<file path="config.mk">
export PLATFORM = sky130hd
export DESIGN_NAME = xmodem_crc_receiver
export DESIGN_NICKNAME = d
export VERILOG_FILES = /design/src/design/xmc_pkg.sv /design/src/design/xmc_in_reg.sv /design/src/design/xmc_out_reg.sv /design/src/design/xmc_core.sv /design/src/design/xmodem_crc_receiver.sv
export VERILOG_INCLUDE_DIRS = /design/src /design/src/design
export SDC_FILE = /design/constraint.sdc
export NUM_CORES = 1
export LEC_CHECK = 0
export ABC_AREA = 1
export BUFFER_PORTS_ARGS = -buffer_cell sky130_fd_sc_hd__clkbuf_2
export CAP_MARGIN = 20
export CORE_MARGIN = 2
export CORE_UTILIZATION = 35
export CTS_BUF_LIST = sky130_fd_sc_hd__clkbuf_8
export CTS_CLUSTER_SIZE = 16
export DETAILED_ROUTE_END_ITERATION = 16
export PLACE_DENSITY = 0.61
export SLEW_MARGIN = 20
export SYNTH_ARGS = -nofsm -noshare
export SYNTH_HDL_FRONTEND = slang
export SYNTH_SLANG_ARGS = --single-unit
</file>
<file path="constraint.sdc">
create_clock -name clk -period 5 [get_ports clk]
set_input_delay 0.5 -clock clk [delete_from_list [all_inputs] [get_ports clk]]
set_output_delay 0.5 -clock clk [all_outputs]
set_load 0.005 [all_outputs]
</file>
<file path="src/design/xmodem_crc_receiver_assert.svh">
// assertion macros for the xmodem crc receiver
// used by the receiver core; no other dependencies
`ifndef XMODEM_CRC_RECEIVER_ASSERT_SVH
`define XMODEM_CRC_RECEIVER_ASSERT_SVH

`ifndef NO_ASSERTIONS

// clocked check, disabled while reset is asserted
`define XMC_ASSERT(lbl, clk, rst_n, prop, msg) \
    lbl: assert property (@(posedge clk) disable iff (!rst_n) prop) else $error(msg);

// clocked check that also holds during reset
`define XMC_ASSERT_ALWAYS(lbl, clk, prop, msg) \
    lbl: assert property (@(posedge clk) prop) else $error(msg);

`else

`define XMC_ASSERT(lbl, clk, rst_n, prop, msg)
`define XMC_ASSERT_ALWAYS(lbl, clk, prop, msg)

`endif

`endif

</file>
<file path="src/design/xmc_pkg.sv">
// shared types, constants and crc function for the xmodem crc receiver
// no dependencies
`default_nettype none

package xmc_pkg;

    // packet geometry and storage sizing
    localparam int PAYLOAD_BYTES = 128;
    localparam int PAGE_BYTES    = 4096;
    localparam int MAX_PAGES     = 65536;
    localparam int PKT_BYTES     = PAYLOAD_BYTES + 5;
    localparam int HDR_BYTES     = 3;
    localparam int CRC_HI_INDEX  = HDR_BYTES + PAYLOAD_BYTES;

    localparam int PAYLOAD_SHIFT = $clog2(PAYLOAD_BYTES);
    localparam int PAGE_SHIFT    = $clog2(PAGE_BYTES);

    localparam int INDEX_W  = 8;
    localparam int BLOCKS_W = 21;
    localparam int SIZE_W   = 28;
    localparam int OFFSET_W = 12;
    localparam int PAGE_W   = 16;

    localparam logic [SIZE_W-1:0] PAGE_MASK = SIZE_W'(PAGE_BYTES - 1);

    // block capacity, clamped to the counter range
    localparam longint CAP_RAW =
        (longint'(MAX_PAGES) * longint'(PAGE_BYTES)) / longint'(PAYLOAD_BYTES);
    localparam longint BLOCKS_MAX = (longint'(1) << BLOCKS_W) - 1;
    localparam logic [BLOCKS_W-1:0] CAP_BLOCKS =
        (CAP_RAW > BLOCKS_MAX) ? BLOCKS_W'(BLOCKS_MAX) : BLOCKS_W'(CAP_RAW);

    // protocol bytes
    localparam logic [7:0]  SOH_BYTE = 8'h01;
    localparam logic [15:0] CRC_POLY = 16'h1021;

    // reply to send back to the sender
    typedef enum logic [1:0] {
        RC_NONE = 2'd0,
        RC_ACK  = 2'd1,
        RC_NAK  = 2'd2,
        RC_C    = 2'd3
    } reply_t;

    // input transaction
    typedef struct packed {
        logic       command;
        logic [7:0] rx_byte;
    } in_item_t;

    // result transaction
    typedef struct packed {
        reply_t              reply_code;
        logic                write_valid;
        logic [OFFSET_W-1:0] write_offset;
        logic [7:0]          write_data;
        logic                page_ready;
        logic [PAGE_W-1:0]   page_number;
        logic                transfer_done;
        logic [SIZE_W-1:0]   total_bytes;
    } out_item_t;

    // bitwise crc-16 update for one byte, msb first
    function automatic logic [15:0] crc_step(input logic [15:0] crc_in,
                                             input logic [7:0]  data);
        logic [15:0] crc;
        crc = crc_in ^ {data, 8'h00};
        for (int k = 0; k < 8; k++)
        begin
            if (crc[15])
            begin
                crc = {crc[14:0], 1'b0} ^ CRC_POLY;
            end
            else
            begin
                crc = {crc[14:0], 1'b0};
            end
        end
        return crc;
    endfunction

endpackage

`default_nettype wire

</file>
<file path="src/design/xmc_in_reg.sv">
// input holding register for the xmodem crc receiver
// depends on xmc_pkg for the input transaction type
`default_nettype none

module xmc_in_reg (
    input  wire logic             clk,
    input  wire logic             rst_n,
    input  wire logic             item_valid,
    output logic                  item_ready,
    input  wire xmc_pkg::in_item_t item,
    input  wire logic             advance,
    output logic                  hold_valid,
    output xmc_pkg::in_item_t     hold_item
);

    logic              valid_reg;
    logic              valid_next;
    xmc_pkg::in_item_t item_reg;

    // room when empty or when the held item moves on this cycle
    assign item_ready = !valid_reg || advance;

    always_comb
    begin
        valid_next = valid_reg;
        if (item_valid && item_ready)
        begin
            valid_next = 1'b1;
        end
        else if (advance)
        begin
            valid_next = 1'b0;
        end
    end

    // valid flag
    always_ff @(posedge clk or negedge rst_n)
    begin
        if (!rst_n)
        begin
            valid_reg <= 1'b0;
        end
        else
        begin
            valid_reg <= valid_next;
        end
    end

    // payload capture
    always_ff @(posedge clk)
    begin
        if (item_valid && item_ready)
        begin
            item_reg <= item;
        end
    end

    assign hold_valid = valid_reg;
    assign hold_item  = item_reg;

endmodule

`default_nettype wire

</file>
<file path="src/design/xmc_out_reg.sv">
// result register for the xmodem crc receiver
// depends on xmc_pkg for the result transaction type
`default_nettype none

module xmc_out_reg (
    input  wire logic               clk,
    input  wire logic               rst_n,
    input  wire logic               load,
    input  wire xmc_pkg::out_item_t load_item,
    output logic                    space,
    output logic                    result_valid,
    input  wire logic               result_ready,
    output xmc_pkg::out_item_t      result
);

    logic               valid_reg;
    logic               valid_next;
    xmc_pkg::out_item_t result_reg;

    // can take a new result when empty or draining this cycle
    assign space = !valid_reg || result_ready;

    always_comb
    begin
        valid_next = valid_reg;
        if (load)
        begin
            valid_next = 1'b1;
        end
        else if (result_ready)
        begin
            valid_next = 1'b0;
        end
    end

    // valid flag
    always_ff @(posedge clk or negedge rst_n)
    begin
        if (!rst_n)
        begin
            valid_reg <= 1'b0;
        end
        else
        begin
            valid_reg <= valid_next;
        end
    end

    // payload capture
    always_ff @(posedge clk)
    begin
        if (load)
        begin
            result_reg <= load_item;
        end
    end

    assign result_valid = valid_reg;
    assign result       = result_reg;

endmodule

`default_nettype wire

</file>
<file path="src/design/xmc_core.sv">
// packet state machine, crc check and page bookkeeping
// depends on xmc_pkg and xmodem_crc_receiver_assert.svh
`default_nettype none

`include "xmodem_crc_receiver_assert.svh"

module xmc_core (
    input  wire logic              clk,
    input  wire logic              rst_n,
    input  wire logic              advance,
    input  wire xmc_pkg::in_item_t item,
    output xmc_pkg::out_item_t     step_result
);

    typedef enum logic [1:0] {
        PH_WAIT = 2'd0,
        PH_RECV = 2'd1,
        PH_DONE = 2'd2
    } phase_t;

    localparam logic [xmc_pkg::INDEX_W-1:0] IDX_BLK    = xmc_pkg::INDEX_W'(1);
    localparam logic [xmc_pkg::INDEX_W-1:0] IDX_COMP   = xmc_pkg::INDEX_W'(2);
    localparam logic [xmc_pkg::INDEX_W-1:0] IDX_DATA   =
        xmc_pkg::INDEX_W'(xmc_pkg::HDR_BYTES);
    localparam logic [xmc_pkg::INDEX_W-1:0] IDX_CRC_HI =
        xmc_pkg::INDEX_W'(xmc_pkg::CRC_HI_INDEX);
    localparam logic [xmc_pkg::INDEX_W-1:0] IDX_LAST   =
        xmc_pkg::INDEX_W'(xmc_pkg::PKT_BYTES - 1);

    phase_t                          phase_reg,    phase_next;
    logic [xmc_pkg::INDEX_W-1:0]     index_reg,    index_next;
    logic [7:0]                      header_reg,   header_next;
    logic [7:0]                      blk_reg,      blk_next;
    logic [7:0]                      comp_reg,     comp_next;
    logic [15:0]                     crc_reg,      crc_next;
    logic [15:0]                     rxcrc_reg,    rxcrc_next;
    logic [7:0]                      expect_reg,   expect_next;
    logic [xmc_pkg::BLOCKS_W-1:0]    blocks_reg,   blocks_next;

    logic                            full;
    logic [xmc_pkg::SIZE_W-1:0]      filesize;
    logic [xmc_pkg::SIZE_W:0]        nsize;
    logic [xmc_pkg::SIZE_W-1:0]      wsum;
    logic                            pkt_good;
    xmc_pkg::out_item_t              res;

    // derived byte counts
    assign full     = blocks_reg >= xmc_pkg::CAP_BLOCKS;
    assign filesize = xmc_pkg::SIZE_W'(blocks_reg) << xmc_pkg::PAYLOAD_SHIFT;
    assign nsize    = (xmc_pkg::SIZE_W + 1)'(filesize) +
                      (xmc_pkg::SIZE_W + 1)'(xmc_pkg::PAYLOAD_BYTES);
    assign wsum     = (filesize + xmc_pkg::SIZE_W'(index_reg - IDX_DATA))
                      & xmc_pkg::PAGE_MASK;

    // header, crc and capacity checks against the values that the last byte leaves behind
    assign pkt_good = (header_reg == xmc_pkg::SOH_BYTE) &&
                      (blk_reg == expect_reg) &&
                      ((~comp_reg) == expect_reg) &&
                      (crc_reg == rxcrc_next) &&
                      !full;

    // one step of the receiver per transaction
    always_comb
    begin
        phase_next  = phase_reg;
        index_next  = index_reg;
        header_next = header_reg;
        blk_next    = blk_reg;
        comp_next   = comp_reg;
        crc_next    = crc_reg;
        rxcrc_next  = rxcrc_reg;
        expect_next = expect_reg;
        blocks_next = blocks_reg;
        res         = '0;
        res.reply_code = xmc_pkg::RC_NONE;

        if (phase_reg == PH_DONE)
        begin
            res.transfer_done = 1'b1;
        end
        else if (item.command)
        begin
            if (phase_reg == PH_WAIT)
            begin
                res.reply_code = xmc_pkg::RC_C;
            end
            else if (index_reg != '0)
            begin
                // short packet
                res.reply_code = xmc_pkg::RC_NAK;
                index_next     = '0;
            end
            else
            begin
                // idle timeout ends the transfer
                phase_next        = PH_DONE;
                res.transfer_done = 1'b1;
                if ((filesize & xmc_pkg::PAGE_MASK) != '0)
                begin
                    res.page_ready  = 1'b1;
                    res.page_number =
                        xmc_pkg::PAGE_W'(filesize >> xmc_pkg::PAGE_SHIFT);
                end
            end
        end
        else
        begin
            phase_next = PH_RECV;

            // store the byte by its place in the packet
            priority if (index_reg == '0)
            begin
                header_next = item.rx_byte;
                crc_next    = '0;
            end
            else if (index_reg == IDX_BLK)
            begin
                blk_next = item.rx_byte;
            end
            else if (index_reg == IDX_COMP)
            begin
                comp_next = item.rx_byte;
            end
            else if (index_reg < IDX_CRC_HI)
            begin
                crc_next = xmc_pkg::crc_step(crc_reg, item.rx_byte);
                if (!full)
                begin
                    res.write_valid  = 1'b1;
                    res.write_offset = wsum[xmc_pkg::OFFSET_W-1:0];
                    res.write_data   = item.rx_byte;
                end
            end
            else if (index_reg == IDX_CRC_HI)
            begin
                rxcrc_next = {item.rx_byte, 8'h00};
            end
            else
            begin
                rxcrc_next = {rxcrc_reg[15:8], item.rx_byte};
            end

            // end of packet verdict
            if (index_reg >= IDX_LAST)
            begin
                index_next = '0;
                if (pkt_good)
                begin
                    res.reply_code = xmc_pkg::RC_ACK;
                    blocks_next    = blocks_reg + 1'b1;
                    expect_next    = expect_reg + 8'd1;
                    if ((nsize >> xmc_pkg::PAGE_SHIFT) !=
                        ((xmc_pkg::SIZE_W + 1)'(filesize) >> xmc_pkg::PAGE_SHIFT))
                    begin
                        res.page_ready  = 1'b1;
                        res.page_number =
                            xmc_pkg::PAGE_W'(filesize >> xmc_pkg::PAGE_SHIFT);
                    end
                end
                else
                begin
                    res.reply_code = xmc_pkg::RC_NAK;
                end
            end
            else
            begin
                index_next = index_reg + 1'b1;
            end
        end

        res.total_bytes = xmc_pkg::SIZE_W'(blocks_next) << xmc_pkg::PAYLOAD_SHIFT;
    end

    assign step_result = res;

    // receiver state
    always_ff @(posedge clk or negedge rst_n)
    begin
        if (!rst_n)
        begin
            phase_reg  <= PH_WAIT;
            index_reg  <= '0;
            header_reg <= '0;
            blk_reg    <= '0;
            comp_reg   <= '0;
            crc_reg    <= '0;
            rxcrc_reg  <= '0;
            expect_reg <= 8'd1;
            blocks_reg <= '0;
        end
        else if (advance)
        begin
            phase_reg  <= phase_next;
            index_reg  <= index_next;
            header_reg <= header_next;
            blk_reg    <= blk_next;
            comp_reg   <= comp_next;
            crc_reg    <= crc_next;
            rxcrc_reg  <= rxcrc_next;
            expect_reg <= expect_next;
            blocks_reg <= blocks_next;
        end
    end

    `XMC_ASSERT_ALWAYS(a_index_in_packet, clk, index_reg <= IDX_LAST, "byte index past packet end")
    `XMC_ASSERT(a_done_sticks, clk, rst_n, phase_reg == PH_DONE |=> phase_reg == PH_DONE, "left done phase")
    `XMC_ASSERT(a_blocks_hold, clk, rst_n, !advance |=> $stable(blocks_reg), "block count moved without a transaction")
    `XMC_ASSERT(a_ack_counts, clk, rst_n, advance && res.reply_code == xmc_pkg::RC_ACK |=> blocks_reg == $past(blocks_reg) + 1'b1, "ack without block count step")

endmodule

`default_nettype wire

</file>
<file path="src/design/xmodem_crc_receiver.sv">
// top level of the xmodem crc receiver: input register, core, result register
// depends on xmc_pkg, xmc_in_reg, xmc_core and xmc_out_reg
//
//   channel   direction   payload       handshake
//   item      in          in_item_t     item_valid / item_ready
//   result    out         out_item_t    result_valid / result_ready
//
// one result per transaction, one transaction per cycle sustained while result_ready stays high
// a transaction passes the input register, then the core step into the result register
// the core step (crc byte update and packet checks) sets the cycle
// rst_n clears the handshake flags and the receiver state, waiting for the first byte
// while the result waits, one more transaction is taken into the input register
`default_nettype none

module xmodem_crc_receiver (
    input  wire logic               clk,
    input  wire logic               rst_n,
    input  wire logic               item_valid,
    output logic                    item_ready,
    input  wire xmc_pkg::in_item_t  item,
    output logic                    result_valid,
    input  wire logic               result_ready,
    output xmc_pkg::out_item_t      result
);

    logic               hold_valid;
    xmc_pkg::in_item_t  hold_item;
    logic               out_space;
    logic               advance;
    xmc_pkg::out_item_t step_result;

    // move the held transaction through the core when the result register has room
    assign advance = hold_valid && out_space;

    xmc_in_reg u_in_reg (
        .clk        (clk),
        .rst_n      (rst_n),
        .item_valid (item_valid),
        .item_ready (item_ready),
        .item       (item),
        .advance    (advance),
        .hold_valid (hold_valid),
        .hold_item  (hold_item)
    );

    xmc_core u_core (
        .clk         (clk),
        .rst_n       (rst_n),
        .advance     (advance),
        .item        (hold_item),
        .step_result (step_result)
    );

    xmc_out_reg u_out_reg (
        .clk          (clk),
        .rst_n        (rst_n),
        .load         (advance),
        .load_item    (step_result),
        .space        (out_space),
        .result_valid (result_valid),
        .result_ready (result_ready),
        .result       (result)
    );

endmodule

`default_nettype wire
</file>
* Yosys cells after proc, flatten, opt, wreduce, memory -nomap -nowiden
Cells that the tools add are included.
Widths: inputs -> output; s select.
** Operators by class
- Add/sub/neg operators :: 6
- Magnitude comparators :: 3
- Equal/unequal tests :: 14
- Muxes and demuxes :: 90
- Bitwise operators :: 15
- Reduce and logical (&&, ||, !) cells :: 27
** Operators with widths (count)
- $mux 16 :: 53
- $mux 21 :: 5
- $mux 13 :: 8
- $mux 17 :: 5
- $mux 18 :: 2
- $mux 8 :: 4
- $add 28x8->29 const B :: 1
- $reduce_bool 28->1 :: 1
- $not 3->3 :: 8
- $add 21x1->21 const B :: 1
- $ge 21x21->1 const B :: 1
- $ne 17x16->1 :: 1
- $add 8x1->8 const B :: 2
- $eq 16x16->1 :: 1
- $eq 8x1->1 const B :: 2
- $eq 8x8->1 :: 2
- $mux 2 :: 8
- $xor 16x16->16 :: 1
- $add 12x12->12 :: 1
- $reduce_and 4->1 :: 3
- $reduce_and 6->1 :: 2
- $reduce_and 5->1 :: 2
- $sub 8x2->9 const B :: 1
- $eq 8x2->1 const B :: 1
- 18 further kinds :: 39
** Word-level totals
- Flip-flop bits (word level) :: 168
- Bits of input ports :: 13
- Word-level logic and storage cells :: 176

* Longest topological paths before layout
- Depth after elaboration :: 63
- Depth in mapped cells :: 22
- Gate-level depth less buffers :: 22

* Cells and area by module
From an unflattened synthesis, not the netlist that was laid out.
** Unflattened totals
- Cells, all modules :: 1062
- Area, all modules :: 9051.2 sq um
** By module, submodules not included
- xmc_core :: times used 1, cells an instance 971, area each 6611.3 sq um, seq. area each 2378.5 sq um
- xmc_out_reg :: times used 1, cells an instance 74, area each 2117.0 sq um, seq. area each 2097.0 sq um
- xmc_in_reg :: times used 1, cells an instance 15, area each 315.3 sq um, seq. area each 295.3 sq um
- xmodem_crc_receiver :: times used 1, cells an instance 2, area each 7.5 sq um, seq. area each 0.0 sq um

* Worst setup path before layout
Ideal clock, no wire load.
- Path kind :: in2reg
- Start :: input port result_ready
- End :: register u_out_reg.result_reg, in the netlist u_out_reg.result[10] (enable)
- Setup time :: 0.450 ns
- Arrival :: 2.749 ns
- Data required time :: 4.550 ns
- Setup slack :: 1.800 ns
- Stages on the path :: 5
- Buffers on the path :: 1
- Path through :: inv_1 nand2_1 nand2_1 clkinv_1 clkbuf_1
** On the way
- Word-level cells in the longest chain between the ends :: 2
** RTL lines
- start, declared :: RTL line xmodem_crc_receiver.sv:22 : input wire logic result_ready,
- $logic_or 1x1->1 :: RTL line xmc_out_reg.sv:21 : assign space = !valid_reg || result_ready;
- $logic_and 1x1->1 :: RTL line xmodem_crc_receiver.sv:33 : assign advance = hold_valid && out_space;
- via advance :: RTL line xmodem_crc_receiver.sv:29 : logic advance;
- end signal, assigned :: RTL line xmc_out_reg.sv:54 : result_reg <= load_item;
- end, declared :: RTL line xmc_out_reg.sv:18 : xmc_pkg::out_item_t result_reg;
The timed path passes the listed nets, and every way through them passes these cells.
A chain may end at the register's enable or synchronous reset.

* Final worst setup path
- Start :: register u_core.index_reg[0] in the netlist's numbering
- End :: register u_out_reg.result_reg, in the netlist u_out_reg.result[32], data pin
** On the way
- Word-level cells in the longest chain between the ends :: 14
- Elaborated cells on any way between the ends :: 22
** RTL lines
- start, declared :: RTL line xmc_core.sv:31 : logic [xmc_pkg::INDEX_W-1:0] index_reg, index_next;
- start signal, assigned :: RTL line xmc_core.sv:194 : index_reg <= index_next;
- branches (longest 13 deep; another with $lt 8x8->1)
- $mux 17 * :: RTL line xmc_core.sv:81 : else if (item.command)
Every way passes the cells marked *.

==> impl_metrics.tcl <==
set metrics [dict create \
    fin_skew_ns 0.0136 \
    yosysWarnings 0 \
    coreArea_um2 24100 \
    unrepaired_setup_endpoints_after_global_routing "no" \
    route.vias.total 6546 \
    post-synth-top-area-fraction_pct 28.2 \
    die_width_um 160 \
    floorplan.initialDensity_pct 35.3 \
    p_int_uw 2540 \
    worst-setup-path-type "reg2reg" \
    synth_top_cells_by_area "dfrtp_1 28%, edfxtp_1 25%, nand2_1 11%" \
    startpoint_type "register" \
    place.port_buffers 76 \
    synth_top_flop_cell "dfrtp_1" \
    synth_compound_area_share_pct 6.63 \
    switching_share_pct 37.7 \
    max_stage_delay_ns 0.44 \
    floorplan.io_pins 84 \
    routabilityCongestion 0.892 \
    cp_top_family "simple AND/OR/NAND/NOR gates" \
    number_of_cts_inserted_buffers 17 \
    period_minus_slack_ns 3.30 \
    worst_pin_slew_ns 0.831 \
    synthAdderAreaFrac_pct 1.85 \
    critical_path_buf_inv_count 3 \
    critical_path_required_ns 5.32 \
    hold_path_class "in2async" \
    placement_rows 57 \
    drt-initial-drc-count 508 \
    viasPerCell 4.75 \
    hold-worst-slack_ns 0.129 \
    vdd.ir_drop.worst_mv 0.132 \
    dp.cells 1345 \
    detail_route.wirelength_mm 19.9 \
    cts-hold-fix-buffers 0 \
    dp_hpwl_mm 14.3 \
    number_of_endpoints_with_negative_hold_slack_in_the_final_report 0 \
    pwr-share-clk_pct 22.0 \
    slew_violations 0 \
    setup-tns-final_ns 0 \
    global_route.overflow_total 0 \
    cts_tree "yes" \
    leak_pwr_uw 0.00439 \
    min_period_over_period_pct 66.1 \
    overall_power_uw 4080 \
    fraction_of_layout_instances_using_a_drive_strength_above_1_pct 14.0 \
    dominant_combinational_cell_family_by_area_after_synthesis "simple AND/OR/NAND/NOR gates" \
    setup_viol_count_final 0 \
    timing.critical_path.slowest_stage_cell "nor2_2" \
    post_cts_buffers 0 \
    mappedNetlistArea_um2 8520 \
    post_synth_xor_area_fraction_pct 5.95 \
    post_layout_nonfiller_instances 1377 \
    layout-area-overhead-vs-synth_pct 12.2 \
    synth.area.mux_share_pct 0 \
    first_pass_iters 5 \
    fmaxAchievable_mhz 303 \
    insertedDiodeCount 0 \
    first_pass_grt_wire_length_mm 33.2 \
    synth-simple-area-share_pct 25.2 \
    path_max_fanout 16 \
    setup.worst_path.end_class "register" \
    grt_start_max_net_pins 67 \
    async_flop_share_pct 57.7 \
    slew-limit-headroom_pct 44.6 \
    largest_reg_flops 62 \
    worst_setup_hold_path_clk_slew_ns 0.10 \
    worst_ep_arrival_time_ns 3.62 \
    clock_latency_ns 0.47 \
    final_cell_mix "258 x nand2_1, 107 x inv_1, 107 x nor2_1" \
    combinationalPowerShare_pct 31.6 \
    layout.nets 1065 \
    post_synthesis_sequential_area_ratio_pct 53.5 \
    antenna_violations_before_repair 0 \
    clock_tree.htree_level_count 4 \
    run_status "finished clean" \
    remaining_drc_errors 0 \
    cts_root_buffer "clkbuf_8" \
    die-height_um 160 \
    timing.critical_path.cells "inv_1, ha_1, inv_1, nor2_1, o21ai_4, nand3_4, nand2_1, nand2_1, nand2_1, nand2_1, nor2_1, nand2_1, nor2_4, nand3_2, nor2_2, nand2_1, nand2_1, inv_2, nor2_1" \
    clock_path_buffers 2 \
    dieArea_um2 25600 \
    cpMostUsedCell "nand2_1" \
    cellPowerDensity_nw_per_um2 426 \
    power.sequential.fraction_pct 46.4 \
    netlist-cell-type-count 48 \
    cell_type_with_the_highest_aggregate_area_in_the_netlist "dfrtp_1" \
    number_of_synthesized_flops_with_an_enable_pin 71 \
    grt_usage_pct 16.3 \
    antenna_violating_nets_post_route 0 \
    max_cap_viol_count 0 \
    ctsResizeCount 0 \
    mostFrequentLayoutCell "nand2_1" \
    drt-wirelength-per-cell_um 14.4 \
    postSynthRegisterBits 168 \
    post_synthesis_instance_total 964 \
    vias_in_the_first_global_route 6336 \
    syn_area_per_cell_um2 8.83 \
    cts_sinks 168 \
    netSwitchingPower_uw 1540 \
]
==> worst paths after layout <==
path | from | to | slack (ns) | depth (start not counted)
min in group clk | item[7] | u_in_reg.hold_item[7]$_DFFE_PP_ | 0.21 | 1
max in group asynchronous | rst_n | u_core.rxcrc_reg[0]$_DFFE_PN0P_ | 3.84 | 2
worst max-delay path | u_core.index_reg[0]$_DFFE_PN0P_ | u_out_reg.result[32]$_SDFFCE_PP0P_ | 1.70 | 19
worst min register to register | u_core.header_reg[7]$_DFFE_PN0P_ | u_core.header_reg[7]$_DFFE_PN0P_ | 0.50 | 2
worst max register to register | u_core.index_reg[0]$_DFFE_PN0P_ | u_out_reg.result[32]$_SDFFCE_PP0P_ | 1.70 | 19
worst min-delay path | rst_n | u_core.comp_reg[2]$_DFFE_PN0P_ | 0.13 | 1
==> per-layer routing <==
layer	track usage, %	vias up	share of wire (%)
met3	3.12	22	4.8
met5	0	-	0
met2	25.0	159	46
met4	5.16	0	1.7
met1	23.3	3090	48
li1	-	3275	-
==> Yosys cell counts, types with 5 or more instances <==
cell type	n
ha_1	11
nor3_1	9
a21oi_1	12
inv_1	106
xor2_1	25
nor2_4	10
xnor2_1	31
o22ai_1	16
edfxtp_1	71
buf_4	9
o21ai_1	7
nand3_1	52
dfrtp_1	96
nor2_2	5
nand2_1	258
o21ai_0	43
nand4_1	23
clkbuf_1	16
nor2_1	107
a31oi_1	12
==> power by group through the flow <==
stage,clock (µW),sequential [µW],combinational [µW]
after floorplan,0,1900,915
after global placement,0,1920,1270
after detailed placement,0,1920,1290
after CTS,922,1890,1300
after global routing,978,1920,1480
final,896,1890,1290
==> cells by family after synthesis <==
logic type,count (synthesis)
AO/OA/AOI/OAI,99
XOR/XNOR,57
adder cells (fa/ha/maj),12
buffers and inverters,142
flip-flops,168
other,1
AND/OR/NAND/NOR,485
==> cell type report <==
class	instances	area (µm²)
Timing Repair Buffer	80	413
Sequential cell	168	4560
Tap cell	324	405
Clock buffer	17	234
Fill cell	2520	14500
Inverter	113	427
Clock inverter	15	116
Multi-Input combinational cell	660	3400
==> through the flow <==
step | area (µm²) | setup slack (ns) | util (%)
2_1_floorplan | 8540 | 1.80 | -
3_3_place_gp | 9210 | 1.81 | 38.2
3_5_place_dp | 9210 | 1.75 | 38.2
4_1_cts | 9560 | 1.73 | 39.6
5_1_grt | 9560 | 1.35 | 39.6
6_report | 9560 | 1.70 | 39.6
No activity file was read; power rests on OpenSTA's default activity.
